### config.mk
export PLATFORM = sky130hd
export DESIGN_NAME = ack_retransmit_frame_queue_core
export DESIGN_NICKNAME = d
export VERILOG_FILES = /design/src/hw/rtl/arfq_pkg.sv /design/src/hw/rtl/arfq_ram.sv /design/src/hw/rtl/arfq_front.sv /design/src/hw/rtl/arfq_jobq.sv /design/src/hw/rtl/arfq_back.sv /design/src/hw/rtl/ack_retransmit_frame_queue_core.sv
export SDC_FILE = /design/constraint.sdc
export NUM_CORES = 2
export LEC_CHECK = 0
export BUFFER_PORTS_ARGS = -buffer_cell sky130_fd_sc_hd__clkbuf_2
export CAP_MARGIN = 20
export CELL_PAD_IN_SITES_DETAIL_PLACEMENT = 0
export CELL_PAD_IN_SITES_GLOBAL_PLACEMENT = 2
export CORE_ASPECT_RATIO = 0.6
export CORE_MARGIN = 10
export CORE_UTILIZATION = 40
export CTS_BUF_LIST = sky130_fd_sc_hd__clkbuf_8
export CTS_CLUSTER_SIZE = 40
export DETAILED_ROUTE_END_ITERATION = 16
export PLACE_DENSITY_LB_ADDON = 0.1
export SYNTH_ARGS = -nofsm -noshare
export SYNTH_HDL_FRONTEND = slang
export SYNTH_SLANG_ARGS = --single-unit
### constraint.sdc
create_clock -name clk -period 7.9 [get_ports clk]
set_input_delay 1.185 -clock clk [delete_from_list [all_inputs] [get_ports clk]]
set_output_delay 1.185 -clock clk [all_outputs]
set_load 0.1 [all_outputs]
### src/hw/rtl/arfq_pkg.sv
`timescale 1ns / 1ps
// ----------------------------------------------------------------------------
// Acknowledged retransmit frame queue: shared definitions
// Sizes, request codes, the send job handed from front to back, and the
// state type of the transmit sequencer.
// ----------------------------------------------------------------------------
package arfq_pkg;

  // Ring size and payload limit.
  localparam int QUEUE_DEPTH = 8;
  localparam int MAX_PAYLOAD = 32;

  // One spare slot, so the frame being built never lands on a live frame.
  localparam int NUM_SLOTS = QUEUE_DEPTH + 1;
  localparam int SLOT_W    = $clog2(NUM_SLOTS);
  localparam int CNT_W     = $clog2(QUEUE_DEPTH + 1);

  // Payload byte index inside a slot, and the count of bytes built so far.
  localparam int PIDX_W = (MAX_PAYLOAD > 1) ? $clog2(MAX_PAYLOAD) : 1;
  localparam int PLEN_W = $clog2(MAX_PAYLOAD + 1);

  // Length byte value is payload + 2; a frame carries that many bytes plus one.
  localparam int FRAME_OVERHEAD = 2;
  localparam int FLEN_W         = $clog2(MAX_PAYLOAD + FRAME_OVERHEAD + 1);

  // Payload store: one row of 2**PIDX_W bytes per slot.
  localparam int RAM_DEPTH = NUM_SLOTS << PIDX_W;
  localparam int RAM_AW    = SLOT_W + PIDX_W;

  localparam logic [7:0] RETRY_RESET = 8'd3;

  typedef enum logic [1:0] {
    FUNC_BEGIN = 2'd0,
    FUNC_DATA  = 2'd1,
    FUNC_ACK   = 2'd2,
    FUNC_POLL  = 2'd3
  } func_t;

  // Everything the back end needs to stream one frame.
  typedef struct packed {
    logic [SLOT_W-1:0] slot;
    logic [FLEN_W-1:0] flen;
    logic [7:0]        cmd;
    logic [7:0]        chk;
  } send_job_t;

  typedef logic [NUM_SLOTS-1:0] slot_mask_t;

  typedef enum logic {
    TX_IDLE = 1'b0,
    TX_SEND = 1'b1
  } tx_state_t;

endpackage

### src/hw/rtl/arfq_ram.sv
`timescale 1ns / 1ps
// ----------------------------------------------------------------------------
// Generic RAM
// One write port and one read port with registered, enable-gated read data.
// ----------------------------------------------------------------------------
module arfq_ram #(
  parameter int WIDTH = 8,
  parameter int DEPTH = 256
) (
  input  logic                     clk,
  input  logic                     wr_en,
  input  logic [$clog2(DEPTH)-1:0] wr_addr,
  input  logic [WIDTH-1:0]         wr_data,
  input  logic                     rd_en,
  input  logic [$clog2(DEPTH)-1:0] rd_addr,
  output logic [WIDTH-1:0]         rd_data
);

  logic [WIDTH-1:0] mem [DEPTH];

  // Write port.
  always_ff @(posedge clk) begin
    if (wr_en) begin
      mem[wr_addr] <= wr_data;
    end
  end

  // Read port; data holds while the enable is low.
  always_ff @(posedge clk) begin
    if (rd_en) begin
      rd_data <= mem[rd_addr];
    end
  end

endmodule

### src/hw/rtl/arfq_front.sv
`timescale 1ns / 1ps
// ----------------------------------------------------------------------------
// Front end: request decode and queue bookkeeping
// Builds frames into the payload store, keeps the ring pointers and per-slot
// header bytes, handles acks, and turns firing polls into send jobs.
// ----------------------------------------------------------------------------
module arfq_front import arfq_pkg::*; (
  input  logic                clk,
  input  logic                rst,
  input  logic                push,
  output logic                full,
  input  logic [1:0]          func,
  input  logic [7:0]          cmd,
  input  logic [7:0]          data_byte,
  input  logic                last,
  input  logic [7:0]          seconds_passed,
  input  logic                cfg_wr_en,
  input  logic [7:0]          cfg_wr_data,
  input  slot_mask_t          busy_mask,
  input  logic                jq_full,
  output logic                jq_push,
  output send_job_t           jq_job,
  output logic                ram_we,
  output logic [RAM_AW-1:0]   ram_waddr,
  output logic [7:0]          ram_wdata
);

  typedef struct packed {
    logic [FLEN_W-1:0] flen;
    logic [7:0]        cmd;
    logic [7:0]        chk;
  } slot_meta_t;

  logic              accept;
  logic [7:0]        retry;
  logic [SLOT_W-1:0] rd, rd_next;
  logic [SLOT_W-1:0] wr, wr_next;
  logic [CNT_W-1:0]  count, count_next;
  logic [CNT_W-1:0]  reported, reported_next;
  logic [31:0]       secs, secs_next;
  logic [PLEN_W-1:0] build_len, build_len_next;
  logic [7:0]        build_xor, build_xor_next;
  logic              building, building_next;
  logic [7:0]        stage_cmd, stage_cmd_next;
  logic              commit;
  logic              fire;
  logic [32:0]       secs_raw;
  logic [31:0]       secs_sum;
  logic [FLEN_W-1:0] commit_flen;
  slot_meta_t        slot_meta [NUM_SLOTS];

  function automatic logic [SLOT_W-1:0] slot_inc(input logic [SLOT_W-1:0] s);
    logic [SLOT_W-1:0] r;
    if (s == SLOT_W'(NUM_SLOTS - 1)) begin
      r = '0;
    end else begin
      r = s + SLOT_W'(1);
    end
    return r;
  endfunction

  // Hold off while the job queue is full or the build slot is still read by a waiting or active send.
  assign full   = jq_full | busy_mask[wr];
  assign accept = push & ~full;

  // Saturating time accumulation.
  assign secs_raw = {1'b0, secs} + 33'(seconds_passed);
  assign secs_sum = secs_raw[32] ? '1 : secs_raw[31:0];

  // Payload bytes go straight into the build slot.
  assign ram_waddr = {wr, build_len[PIDX_W-1:0]};
  assign ram_wdata = data_byte;

  assign commit_flen = FLEN_W'(build_len_next) + FLEN_W'(FRAME_OVERHEAD);

  // The send job always describes the head frame.
  assign jq_job.slot = rd;
  assign jq_job.flen = slot_meta[rd].flen;
  assign jq_job.cmd  = slot_meta[rd].cmd;
  assign jq_job.chk  = slot_meta[rd].chk;

  // Request decode and next state.
  always_comb begin
    rd_next        = rd;
    wr_next        = wr;
    count_next     = count;
    reported_next  = reported;
    secs_next      = secs;
    build_len_next = build_len;
    build_xor_next = build_xor;
    building_next  = building;
    stage_cmd_next = stage_cmd;
    commit         = 1'b0;
    fire           = 1'b0;
    ram_we         = 1'b0;
    jq_push        = 1'b0;
    if (accept) begin
      case (func_t'(func))
        FUNC_BEGIN: begin
          building_next  = 1'b1;
          stage_cmd_next = cmd;
          build_len_next = '0;
          build_xor_next = cmd;
          commit         = last;
        end
        FUNC_DATA: begin
          if (building) begin
            if (build_len < PLEN_W'(MAX_PAYLOAD)) begin
              ram_we         = 1'b1;
              build_xor_next = build_xor ^ data_byte;
              build_len_next = build_len + PLEN_W'(1);
            end
            commit = last;
          end
        end
        FUNC_ACK: begin
          if (count != '0 && slot_meta[rd].cmd == cmd) begin
            count_next = count - CNT_W'(1);
            rd_next    = slot_inc(rd);
          end
        end
        FUNC_POLL: begin
          if (reported != count) begin
            reported_next = count;
            fire          = 1'b1;
          end else if (count != '0 && secs_sum > 32'(retry)) begin
            fire = 1'b1;
          end
          if (fire) begin
            secs_next = '0;
            jq_push   = (count != '0);
          end else begin
            secs_next = secs_sum;
          end
        end
        default: begin
        end
      endcase
    end
    // Commit: the build slot joins the ring, dropping the oldest if full.
    if (commit) begin
      building_next = 1'b0;
      wr_next       = slot_inc(wr);
      if (count == CNT_W'(QUEUE_DEPTH)) begin
        rd_next = slot_inc(rd);
      end else begin
        count_next = count + CNT_W'(1);
      end
    end
  end

  // Control state.
  always_ff @(posedge clk) begin
    if (rst) begin
      rd        <= '0;
      wr        <= '0;
      count     <= '0;
      reported  <= '0;
      secs      <= '1;
      build_len <= '0;
      build_xor <= '0;
      building  <= 1'b0;
      stage_cmd <= '0;
      retry     <= RETRY_RESET;
    end else begin
      rd        <= rd_next;
      wr        <= wr_next;
      count     <= count_next;
      reported  <= reported_next;
      secs      <= secs_next;
      build_len <= build_len_next;
      build_xor <= build_xor_next;
      building  <= building_next;
      stage_cmd <= stage_cmd_next;
      if (cfg_wr_en) begin
        retry <= cfg_wr_data;
      end
    end
  end

  // Header bytes of a committed frame.
  always_ff @(posedge clk) begin
    if (commit) begin
      slot_meta[wr].flen <= commit_flen;
      slot_meta[wr].cmd  <= stage_cmd_next;
      slot_meta[wr].chk  <= build_xor_next ^ 8'(commit_flen);
    end
  end

endmodule

### src/hw/rtl/arfq_jobq.sv
`timescale 1ns / 1ps
// ----------------------------------------------------------------------------
// Send job queue
// Two-entry queue of send jobs between the front and back ends; also reports
// which slots its waiting jobs still refer to.
// ----------------------------------------------------------------------------
module arfq_jobq import arfq_pkg::*; (
  input  logic       clk,
  input  logic       rst,
  input  logic       push,
  input  send_job_t  push_job,
  output logic       full,
  input  logic       pop,
  output logic       valid,
  output send_job_t  head_job,
  output slot_mask_t busy_mask
);

  logic      v0, v1;
  send_job_t e0, e1;

  assign valid    = v0;
  assign full     = v1;
  assign head_job = e0;

  // Slots referenced by waiting jobs.
  always_comb begin
    busy_mask = '0;
    if (v0) begin
      busy_mask[e0.slot] = 1'b1;
    end
    if (v1) begin
      busy_mask[e1.slot] = 1'b1;
    end
  end

  // Valid bits.
  always_ff @(posedge clk) begin
    if (rst) begin
      v0 <= 1'b0;
      v1 <= 1'b0;
    end else if (push && pop) begin
      v0 <= 1'b1;
    end else if (pop) begin
      v0 <= v1;
      v1 <= 1'b0;
    end else if (push) begin
      v0 <= 1'b1;
      v1 <= v0;
    end
  end

  // Entries; the head is always entry zero.
  always_ff @(posedge clk) begin
    if (push && pop) begin
      if (v1) begin
        e0 <= e1;
        e1 <= push_job;
      end else begin
        e0 <= push_job;
      end
    end else if (pop) begin
      e0 <= e1;
    end else if (push) begin
      if (v0) begin
        e1 <= push_job;
      end else begin
        e0 <= push_job;
      end
    end
  end

endmodule

### src/hw/rtl/arfq_back.sv
`timescale 1ns / 1ps
// ----------------------------------------------------------------------------
// Back end: frame transmitter
// Takes one send job at a time and streams length, command, payload and
// checksum bytes into the output register, one byte per free output cycle.
// ----------------------------------------------------------------------------
module arfq_back import arfq_pkg::*; (
  input  logic              clk,
  input  logic              rst,
  input  logic              jq_valid,
  input  send_job_t         jq_job,
  output logic              jq_pop,
  output slot_mask_t        busy_mask,
  output logic              ram_re,
  output logic [RAM_AW-1:0] ram_raddr,
  input  logic [7:0]        ram_rdata,
  output logic              empty,
  input  logic              pop,
  output logic [7:0]        frame_byte,
  output logic              frame_end
);

  tx_state_t         state, state_next;
  send_job_t         job;
  logic [FLEN_W-1:0] idx, idx_next;
  logic [FLEN_W-1:0] idx_prev;
  logic              out_valid;
  logic              load;
  logic [7:0]        byte_sel;
  logic              end_sel;

  assign empty = ~out_valid;

  // Load the output register when it is free or being taken this cycle.
  assign load = (state == TX_SEND) && (!out_valid || pop);

  // Prefetch the payload byte needed by the following load.
  assign idx_prev  = idx - FLEN_W'(1);
  assign ram_re    = load;
  assign ram_raddr = {job.slot, idx_prev[PIDX_W-1:0]};

  // Byte selection by position in the frame.
  always_comb begin
    end_sel = 1'b0;
    if (idx == '0) begin
      byte_sel = 8'(job.flen);
    end else if (idx == FLEN_W'(1)) begin
      byte_sel = job.cmd;
    end else if (idx == job.flen) begin
      byte_sel = job.chk;
      end_sel  = 1'b1;
    end else begin
      byte_sel = ram_rdata;
    end
  end

  // Sequencer next state.
  always_comb begin
    state_next = state;
    idx_next   = idx;
    jq_pop     = 1'b0;
    busy_mask  = '0;
    case (state)
      TX_IDLE: begin
        if (jq_valid) begin
          jq_pop     = 1'b1;
          idx_next   = '0;
          state_next = TX_SEND;
        end
      end
      TX_SEND: begin
        busy_mask[job.slot] = 1'b1;
        if (load) begin
          idx_next = idx + FLEN_W'(1);
          if (end_sel) begin
            state_next = TX_IDLE;
          end
        end
      end
      default: begin
        state_next = TX_IDLE;
      end
    endcase
  end

  // Sequencer state.
  always_ff @(posedge clk) begin
    if (rst) begin
      state <= TX_IDLE;
    end else begin
      state <= state_next;
    end
  end

  always_ff @(posedge clk) begin
    idx <= idx_next;
    if (jq_pop) begin
      job <= jq_job;
    end
  end

  // Output register.
  always_ff @(posedge clk) begin
    if (rst) begin
      out_valid <= 1'b0;
    end else if (load) begin
      out_valid <= 1'b1;
    end else if (pop) begin
      out_valid <= 1'b0;
    end
  end

  always_ff @(posedge clk) begin
    if (load) begin
      frame_byte <= byte_sel;
      frame_end  <= end_sel;
    end
  end

endmodule

### src/hw/rtl/ack_retransmit_frame_queue_core.sv
`timescale 1ns / 1ps
// ----------------------------------------------------------------------------
// Acknowledged retransmit frame queue
// Builds checksummed frames, keeps them in a ring that drops its oldest frame
// when full, removes the head on a matching ack and retransmits it on poll.
// ----------------------------------------------------------------------------
//
//  Channel   Direction  Handshake          Contents
//  request   in         push / full        func, cmd, data_byte, last, seconds_passed
//  frame     out        empty / pop        frame_byte, frame_end
//  config    in         cfg_wr_en          cfg_wr_data (retry time in seconds)
//
// A request is taken whenever push is high and full is low. A poll that sends
// queues a job, and the transmitter streams that frame (payload + 3 bytes)
// at one byte per cycle while the output register is free or being popped.
// full rises while two send jobs wait, or while the slot now being built is
// still read by a waiting or active send. The payload store is not cleared
// on reset, since only slots that hold a committed frame are read.
module ack_retransmit_frame_queue_core import arfq_pkg::*; (
  input  logic       clk,
  input  logic       rst,
  input  logic       push,
  output logic       full,
  input  logic [1:0] func,
  input  logic [7:0] cmd,
  input  logic [7:0] data_byte,
  input  logic       last,
  input  logic [7:0] seconds_passed,
  output logic       empty,
  input  logic       pop,
  output logic [7:0] frame_byte,
  output logic       frame_end,
  input  logic       cfg_wr_en,
  input  logic [7:0] cfg_wr_data
);

  logic              jq_push, jq_pop, jq_full, jq_valid;
  send_job_t         jq_in_job, jq_head_job;
  slot_mask_t        jq_busy, tx_busy, busy_mask;
  logic              ram_we, ram_re;
  logic [RAM_AW-1:0] ram_waddr, ram_raddr;
  logic [7:0]        ram_wdata, ram_rdata;

  // Slots that a waiting or active send still reads.
  assign busy_mask = jq_busy | tx_busy;

  // Request decode and ring bookkeeping.
  arfq_front u_front (
    .clk            (clk),
    .rst            (rst),
    .push           (push),
    .full           (full),
    .func           (func),
    .cmd            (cmd),
    .data_byte      (data_byte),
    .last           (last),
    .seconds_passed (seconds_passed),
    .cfg_wr_en      (cfg_wr_en),
    .cfg_wr_data    (cfg_wr_data),
    .busy_mask      (busy_mask),
    .jq_full        (jq_full),
    .jq_push        (jq_push),
    .jq_job         (jq_in_job),
    .ram_we         (ram_we),
    .ram_waddr      (ram_waddr),
    .ram_wdata      (ram_wdata)
  );

  // Send jobs between front and back.
  arfq_jobq u_jobq (
    .clk       (clk),
    .rst       (rst),
    .push      (jq_push),
    .push_job  (jq_in_job),
    .full      (jq_full),
    .pop       (jq_pop),
    .valid     (jq_valid),
    .head_job  (jq_head_job),
    .busy_mask (jq_busy)
  );

  // Payload store.
  arfq_ram #(
    .WIDTH (8),
    .DEPTH (RAM_DEPTH)
  ) u_store (
    .clk     (clk),
    .wr_en   (ram_we),
    .wr_addr (ram_waddr),
    .wr_data (ram_wdata),
    .rd_en   (ram_re),
    .rd_addr (ram_raddr),
    .rd_data (ram_rdata)
  );

  // Frame transmitter.
  arfq_back u_back (
    .clk        (clk),
    .rst        (rst),
    .jq_valid   (jq_valid),
    .jq_job     (jq_head_job),
    .jq_pop     (jq_pop),
    .busy_mask  (tx_busy),
    .ram_re     (ram_re),
    .ram_raddr  (ram_raddr),
    .ram_rdata  (ram_rdata),
    .empty      (empty),
    .pop        (pop),
    .frame_byte (frame_byte),
    .frame_end  (frame_end)
  );

  // A send job is only queued when there is room for it.
  assert property (@(posedge clk) disable iff (rst) jq_push |-> !jq_full)
    else $error("send job queued into a full job queue");

  // The transmitter only takes a job that is waiting.
  assert property (@(posedge clk) disable iff (rst) jq_pop |-> jq_valid)
    else $error("transmitter took a job from an empty queue");

  // Payload writes never touch a slot that a send still reads.
  assert property (@(posedge clk) disable iff (rst)
    ram_we |-> !busy_mask[ram_waddr[RAM_AW-1:PIDX_W]])
    else $error("payload write into a slot that is being transmitted");

endmodule

==> impl_results.md <==
- DRT iter0 DRCs: a little under 6000
- # rows: 146
- Synth cell count leaders: edfxtp_1, mux4_2, nor2_1, nand2_1, clkbuf_1
- Number of gates resized after CTS: 0
- CP dominant cell by count: ha_1
- Leak: 37.0 nW
- Cell area after synthesis: around 0.11 sq mm
- Max Cap Viol: 0
- GR Util met2: a little over a quarter
- CTS clock-pin slew for the worst setup and hold paths: around 60 ps
- Top-count cell post-synth: edfxtp_1
- Net count of the finished layout: 5346
- Port Buf Inserts: 50
- Max stage delay on crit path: 580 ps
- Die Y: between 400 and 500 microns
- CTS Sinks: about 2700
- Status: completed
- Via count: between 50000 and 60000
- TritonCTS clock tree: yes
- Worst path depth: 23
- Yosys warnings: 0
- Most Crowded Layer GR: met1
- GRT Total Usage: about 20%
- Max Clk Rate: between 150 and 200 MHz
- Post-CTS setup buffer count: 0
- Fillcell total: 22394
- Post-synth ARST share: 0%
- Hold Path Depth: 0
- Worst EP arrival: 6800 ps
- GRT overflow: 0
- H-tree level count: 5
- Crit-path leading delay family: simple AND/OR/NAND/NOR gates
- Area leader, netlist: edfxtp_1
- Min Clock Period, post-route: about 6100 ps
- Vias/cell: between 5 and 6
- Share of cells above drive strength 1: between 20 and 30%
- Met1 usage: between 30% and 40%
- Cells after Synth: approximately 5000
- Final Util: 44.8%
- Top cell type's share of synthesized area: 73.8%
- Total wire length: about 290 mm
- Final Cycle Share: between 70 and 80%
- Largest net degree at the start of global routing: roughly 160
- Cell Chain, Critical Path: clkbuf_2 -> ha_1 -> fa_1 -> a21o_1 -> a221oi_2 -> a21oi_4 -> nand3_1 -> nand2b_1 -> ha_1 -> nor2b_1 -> o211ai_1 -> a21oi_1 -> o22ai_1 -> nand4_1 -> nor4_1 -> a41oi_2 -> nand2_1 -> nor2_1 -> ha_1 -> nand2_1 -> o21a_1 -> buf_4 -> mux2_2
- Worst-skew pair later-pin latency: roughly 1000 ps
- Worst EP required: between 8000 and 9000 ps
- EDFF count, synth: 2603
- Syn_area_per_cell: between 20 and 25 sq um
- Final Hold Vio Count: 0
- Met3 Usage GRT: roughly 3.8%
- Syn Nets: slightly above 5000
- Reg2Reg Capture Point: u_jobq.head_job[4]$_DFFE_PP_
- Pwr/cell area: roughly 250 mW/mm^2
- DRC viols: 0
- R2R Path Start: u_front.secs[0]$_SDFFE_PP1P_
- Final Total Pwr: 0.0300 W
- Hold endpoint: u_back.job[4]$_DFFE_PP_
- Core area: between 0.2 and 0.3 sq mm
- Yosys cell types: slightly below 80
- Slew headroom: 5.39%
- Fin. max-slew vios: 0
- Startpoint types: input pin
- Vias in the first global route: 51701
- CTS Buffer Depth: 4
- Root buf cell: clkbuf_8
- Die area: roughly 0.29 sq mm
- Synthesized flop and latch total: about 2700
- Pre-CTS setup slack: 925 ps
- Setup ws final: about 1800 ps
- Starting density of the core: around two fifths
- Seq/Total Area, Yosys: approximately three quarters
- Worst reg-to-reg path cell count: 22
- Setup violations, final: 0
- Routability cong.: about 0.75
- Pre-antenna DRT Iters: 6
- WS Path Type: in2reg
- Total CTS buffers: about 410
- Routed wire per std cell: about 32 microns
- Clk_skew: ~78 ps
- Worst vdd ir: between 0.0001 and 0.00015 V
- Hold_sp: u_jobq.head_job[4]$_DFFE_PP_
- Min-delay worst type: reg2reg
- Synth area leaders: edfxtp_1, mux4_2, dfxtp_1
- Final hold slack: 419 ps
- Ports: just over 50
- Area grow syn2layout: 11.5%
- Buf/Inv on CP: 2
- Worst slew pin tran: between 1000 and 1500 ps
- DIE WIDTH: 684 microns
- Cell with the largest stage delay on the worst path: nor4_1
- Global-route wire length before repair: between 400 and 500 mm
- Setup_tns: 0 ps
- Worst-path fanout max: 28
- RSZ-0062 raised after global routing: false
- CP Capture Type: register
- # hold bufs at CTS: 0
- Main synth FF type: edfxtp_1
- DP HPWL: 173 mm
- Antenna Nets Post-Route: 0
- R2R setup slack: 1820 ps
- Initial antenna violation count: 31
-- per-layer routing --
layer / part of all wire, % / up-vias
met3: 6.8 / 338
met1: 50 / 28171
met5: 0 / -
met4: 1.5 / 0
li1: - / 21333
met2: 42 / 1820
-- cell families (layout without fill, tap and decap cells) --
logic type | Yosys count | after routing | synth area share (%)
DFF | 2686 | 2686 | 75.4
AOI/OAI and AO/OA | 253 | 253 | 1.50
and+or+nand+nor | 743 | 743 | 3.10
xor gates and xnor gates | 56 | 56 | 0.483
adders and majority gates | 35 | 35 | 0.421
muxes | 884 | 884 | 17.8
buffers and inverters | 323 | 940 | 1.34
other | 0 | 6 | 0
-- state kept, by name (all words and copies together) (netlist names), 22 cells and up --
register and count:
u_back.job 22, u_front.secs 32, u_front.slot_meta 198, u_jobq.e1 26, u_jobq.head_job 26, u_store.mem 2304
-- cell type report --
type	instances	area (sq um)	share of cell area, %
inverter	37	139	0.118
antenna	6	15.0	0.0127
sequential	2686	79800	67.6
clock buffer	423	5820	4.93
tap	3552	4440	3.77
multi-input combinational	1971	24800	21.0
timing repair buffer	168	1500	1.27
clock inverter	312	1510	1.28
-- placed cells by master, fill, tap and decap left out, drive strengths merged, types with 8 or more instances in the layout --
master and n:
clkbuf 465, nand2 168, o31ai 9, mux4 792, mux2 27, nor2b 14, clkinv 154, nor2 378
and3 13, nand3 29, a21oi 69, edfxtp 2603, dfxtp 83, a22oi 8, nand2b 9, mux2i 65
and2 33, xor2 25, buf 126, nor3 33, ha 34, xnor2 30, a211oi 16, o21ai 74
inv 182, nand4 19, a31oi 22, nor4 15
-- through the flow --
stage,area (sq um),std cells
after floorplan,106000,4980
after global placement,111000,8410
after detailed placement,111000,8413
after CTS,118000,9148
after global routing,118000,9150
final,118000,9155
-- power by group --
| part | internal (W) | switching, W | total [W] |
|---|---|---|---|
| Sequential | 0.0157 | 0.0000548 | 0.0157 |
| Clock | 0.00519 | 0.00550 | 0.0107 |
| Combinational | 0.00144 | 0.00213 | 0.00358 |
-- worst reg2reg max path, stage by stage (launching register included) --
cell and delay, ps:
dfxtp_1 330, ha_1 210, fa_1 410, a21o_1 200, a221oi_2 450, a21oi_4 200
nand3_1 290, nand2b_1 140, ha_1 310, nor2b_1 140, o211ai_1 180, a21oi_1 110
o22ai_1 130, nand4_1 130, nor4_1 580, a41oi_2 250, nand2_1 390, nor2_1 90
ha_1 270, nand2_1 160, o21a_1 140, buf_4 340, mux2_2 400
-- how the worst max path moves through the flow --
stage                                      start                             to
floorplan                      seconds_passed[0]         u_jobq.e1[0]$_DFFE_PP_
global placement               seconds_passed[0]  u_jobq.head_job[15]$_DFFE_PP_
detailed placement             seconds_passed[0]  u_jobq.head_job[20]$_DFFE_PP_
CTS                 u_front.secs[0]$_SDFFE_PP1P_  u_jobq.head_job[20]$_DFFE_PP_
global route        u_front.secs[0]$_SDFFE_PP1P_   u_jobq.head_job[4]$_DFFE_PP_
finish                         seconds_passed[0]   u_jobq.head_job[4]$_DFFE_PP_
Note: power is estimated with default switching activity, not from simulation.
